--- src/hw/rtl/chebyshev_series_eval_assert.svh ---
// assertion macros for the chebyshev series evaluator
// expects clk and rst in the scope of the file that includes it
`ifndef CHEBYSHEV_SERIES_EVAL_ASSERT_SVH
`define CHEBYSHEV_SERIES_EVAL_ASSERT_SVH

// same-cycle implication
`define CSE_ASSERT_IMP(label, ante, cons, msg) \
  label: assert property (@(posedge clk) disable iff (rst) (ante) |-> (cons)) \
    else $error(msg);

// next-cycle implication
`define CSE_ASSERT_NXT(label, ante, cons, msg) \
  label: assert property (@(posedge clk) disable iff (rst) (ante) |=> (cons)) \
    else $error(msg);

`endif

--- src/hw/rtl/cse_pkg.sv ---
// shared widths, codes and clipping helpers for the chebyshev series evaluator
// no dependencies
package cse_pkg;

  localparam int DATA_W    = 32;
  localparam int DEG_W     = 7;
  localparam int IDX_W     = 7;
  localparam int CFG_IDX_W = 2;
  localparam int PROD_W    = 64;
  localparam int ACC_W     = 64;

  localparam logic OP_EVAL = 1'b0;
  localparam logic OP_LOAD = 1'b1;

  localparam logic [CFG_IDX_W-1:0] REG_SCALE  = 2'd0;
  localparam logic [CFG_IDX_W-1:0] REG_OFFSET = 2'd1;
  localparam logic [CFG_IDX_W-1:0] REG_DEGREE = 2'd2;

  // 1.0 in q8.24
  localparam logic signed [DATA_W-1:0] T0_ONE = 32'sh0100_0000;

  localparam logic signed [PROD_W-1:0] LIM_HI = 64'sh0000_0000_7FFF_FFFF;
  localparam logic signed [PROD_W-1:0] LIM_LO = -64'sh0000_0000_8000_0000;

  function automatic logic signed [DATA_W-1:0] clip32(input logic signed [PROD_W-1:0] v);
    logic signed [DATA_W-1:0] r;
    if (v > LIM_HI) begin
      r = 32'sh7FFF_FFFF;
    end else if (v < LIM_LO) begin
      r = 32'sh8000_0000;
    end else begin
      r = v[DATA_W-1:0];
    end
    return r;
  endfunction

  function automatic logic clipped(input logic signed [PROD_W-1:0] v);
    return (v > LIM_HI) || (v < LIM_LO);
  endfunction

endpackage

--- src/hw/rtl/cse_mul.sv ---
// shared signed 32x32 multiplier with registered 64-bit product
// uses cse_pkg for widths
module cse_mul
  import cse_pkg::*;
(
  input  logic                     clk,
  input  logic signed [DATA_W-1:0] a,
  input  logic signed [DATA_W-1:0] b,
  output logic signed [PROD_W-1:0] p
);

  always_ff @(posedge clk) begin
    p <= a * b;
  end

endmodule
--- config.mk ---
export PLATFORM = sky130hd
export DESIGN_NAME = cse_mul
export DESIGN_NICKNAME = d
export VERILOG_FILES = /design/src/hw/rtl/chebyshev_series_eval_assert.svh /design/src/hw/rtl/cse_pkg.sv /design/src/hw/rtl/cse_mul.sv
export SDC_FILE = /design/constraint.sdc
export NUM_CORES = 2
export LEC_CHECK = 0
export CAP_MARGIN = 20
export CORE_MARGIN = 1
export CORE_UTILIZATION = 55
export CTS_BUF_LIST = sky130_fd_sc_hd__clkbuf_4 sky130_fd_sc_hd__clkbuf_8 sky130_fd_sc_hd__clkbuf_16
export DETAILED_ROUTE_END_ITERATION = 12
export DONT_BUFFER_PORTS = 1
export PLACE_DENSITY_LB_ADDON = 0.3
export SYNTH_ARGS = -nofsm -noshare
export SYNTH_HDL_FRONTEND = slang
export SYNTH_SLANG_ARGS = --single-unit
--- constraint.sdc ---
create_clock -name clk -period 8.7 [get_ports clk]
set_input_delay 1.74 -clock clk [delete_from_list [all_inputs] [get_ports clk]]
set_output_delay 1.74 -clock clk [all_outputs]
set_load 0.02 [all_outputs]
==> results.ini <==
[status]
status=finished clean

[final_layout]
largest_register_ffs=64
final_util=0.583
regMostFlops=p
reg_top3=p (64)
diodes=0
final_cell_mix=fa_1, inv_1, and2_1, nand2_1, ha_1
final_common_cell=fa_1
drive_above_1_share=0.0533
area_growth_pct=4.97
finalNetCount=5172
fill_cells=5797
fin_cells=4718

[clock_network]
numClockSinks=64
cts-resized-gates=0
clock_path_buffers=2
cts_tree=done
post_cts_buffers=0
clk_pin_slew_worst_paths_ns=0.07
htreeDepth=3
cts_hold_buffers=0
numCtsBuffers=9
cts_root_buf=clkbuf_16

[synth]
avgSynthCellArea_um2=9.59
yosysSeqAreaShare=0.0344
synth_edf_count=0
synth_top_cell_by_area=fa_1
syn-cell-area_um2=37200
synth_top_area_share=0.582
synthFlopType=dfxtp_1
synthXorXnorAreaFrac=0.0176
synth_compound_area_frac=0.0346
synthesis.nets=5215
muxShareOfSynthArea=0
synth-simple-area-share=0.154
ys_warn_count=0
synth_cell_type_count=63
synthCells=3884
async_reset_ff_frac=0
ys_seq_elements=64
synth_area_leaders=fa_1, inv_1, and2_1
synth_top_family_by_area=adder cells
yosys.area_share.adder=0.643

[worst_setup_path]
cp_slowest_cell=fa_1
crit_fanout=32
path_buf_inv=7
worst_path_most_repeated_cell=fa_1
crit_family=adder cells
cp-start-kind=input pin
path_class=in -> reg
crit_required_ns=9.02
cp.arrival_ns=8.78
critPathMaxStageDelay_ns=0.56
critical_path.endpoint_type=register

[global_route]
grt-ovfl-total=0
use_met1=0.410
grt_pass1_wl_um=162000
grt_usage=0.307
grt_max_degree=33
met2_usage=0.502
grt.busiest_layer=met2
grt_pass1_vias=28600
use_met3=0.0624
antenna_found_initial=0

[timing]
slew_violations=0
holdWs_ns=1.53
slew_headroom=0.668
max_freq_ghz=0.118
rsz0062_at_grt=yes
setup_ws_ns=0.241
fin_crit_ns=8.46
fin_crit_sh=0.972
hold_viol=0
setup_viol_count_final=0
worst_pin_slew_ns=0.493

[placed_design]
gp_congestion=0.920
placed_cells=4703
post-place-ws_ns=-0.262
portBuffers=0
hpwlAfterDp_um=80400

[floorplanning]
core_um2=67000
die_x_um=262
die-area_um2=68800
die_h_um=262
initial_core_util=0.556
rows=95
io_pins=129

[min_path]
hold_depth=1
min_from=a[0]
min_to=p[0]
hp-class=in -> reg

[route]
drc=0
ant_nets=0
num_vias=25600
via_per_inst=5.42
wl_per_cell_um=20.7
drtIter0Drc=1639
finalWirelength_um=97500
dr.pass1.iters=5

[flow_run]
cap_violations=0

==> stage by stage <==
step / setup TNS (ns) / instance area [um^2]
after floorplan: -0.0382 / 37400
after global placement: -1.36 / 38800
after detailed placement: -1.13 / 38800
after CTS: 0 / 39100
after global routing: -0.0327 / 39100
final: 0 / 39100
==> cells in the mapped netlist, types with 2 or more instances <==
library cell / instances
fa_1: 1082
inv_1: 952
and2_1: 516
nand2_1: 511
clkbuf_1: 195
ha_1: 184
a21oi_1: 68
dfxtp_1: 64
xnor2_1: 53
nor2_1: 42
o21ai_0: 28
a21o_1: 23
xor2_1: 22
nand3_1: 15
o21bai_1: 15
a31oi_1: 12
nand2b_1: 9
and3_1: 7
nand4_1: 7
nor3_1: 6
o31ai_1: 6
a211oi_1: 4
o21a_1: 4
or3_1: 4
a211oi_2: 3
a21boi_0: 3
and4_1: 3
buf_2: 3
nor2b_1: 3
o211ai_1: 3
a21o_2: 2
buf_1: 2
o21ai_2: 2
o22a_1: 2
==> cell type report <==
cell class	instances	area (um^2)	share of cell area
clock inverters	3	17.5	0.000448
clock buffers	12	260	0.00666
multi-input cells	2668	31700	0.812
repair buffers	146	1130	0.0290
flip-flops and latches	64	1280	0.0328
well taps	873	1090	0.0279
inverters	952	3580	0.0915
==> how the worst max path moves through the flow <==
stage	slack [ns]	to	start	depth (start not counted)
after floorplan	-0.04	p[62]	a[31]	25
after global placement	-0.28	p[60]	a[5]	25
after detailed placement	-0.26	p[60]	a[5]	25
after CTS	0.10	p[60]	a[5]	25
after global routing	-0.02	p[60]	b[20]	27
final	0.24	p[55]	b[5]	27
==> layer usage <==
| layer | wire [um] | vias up |
|---|---|---|
| met1 | 39000 | 13500 |
| li1 | - | 10900 |
| met3 | 7850 | 163 |
| met5 | 0 | - |
| met2 | 47200 | 958 |
| met4 | 3460 | 0 |
==> cells by family after synthesis <==
family                   count (synthesis)
AO/OA/AOI/OAI                          193
XOR/XNOR                                75
adder cells (fa/ha/maj)               1266
buffers and inverters                 1152
flip-flops                              64
AND/OR/NAND/NOR                       1134
Power is not shown: default switching activity piles up to over one toggle a cycle in this logic, so the estimate is an artifact.
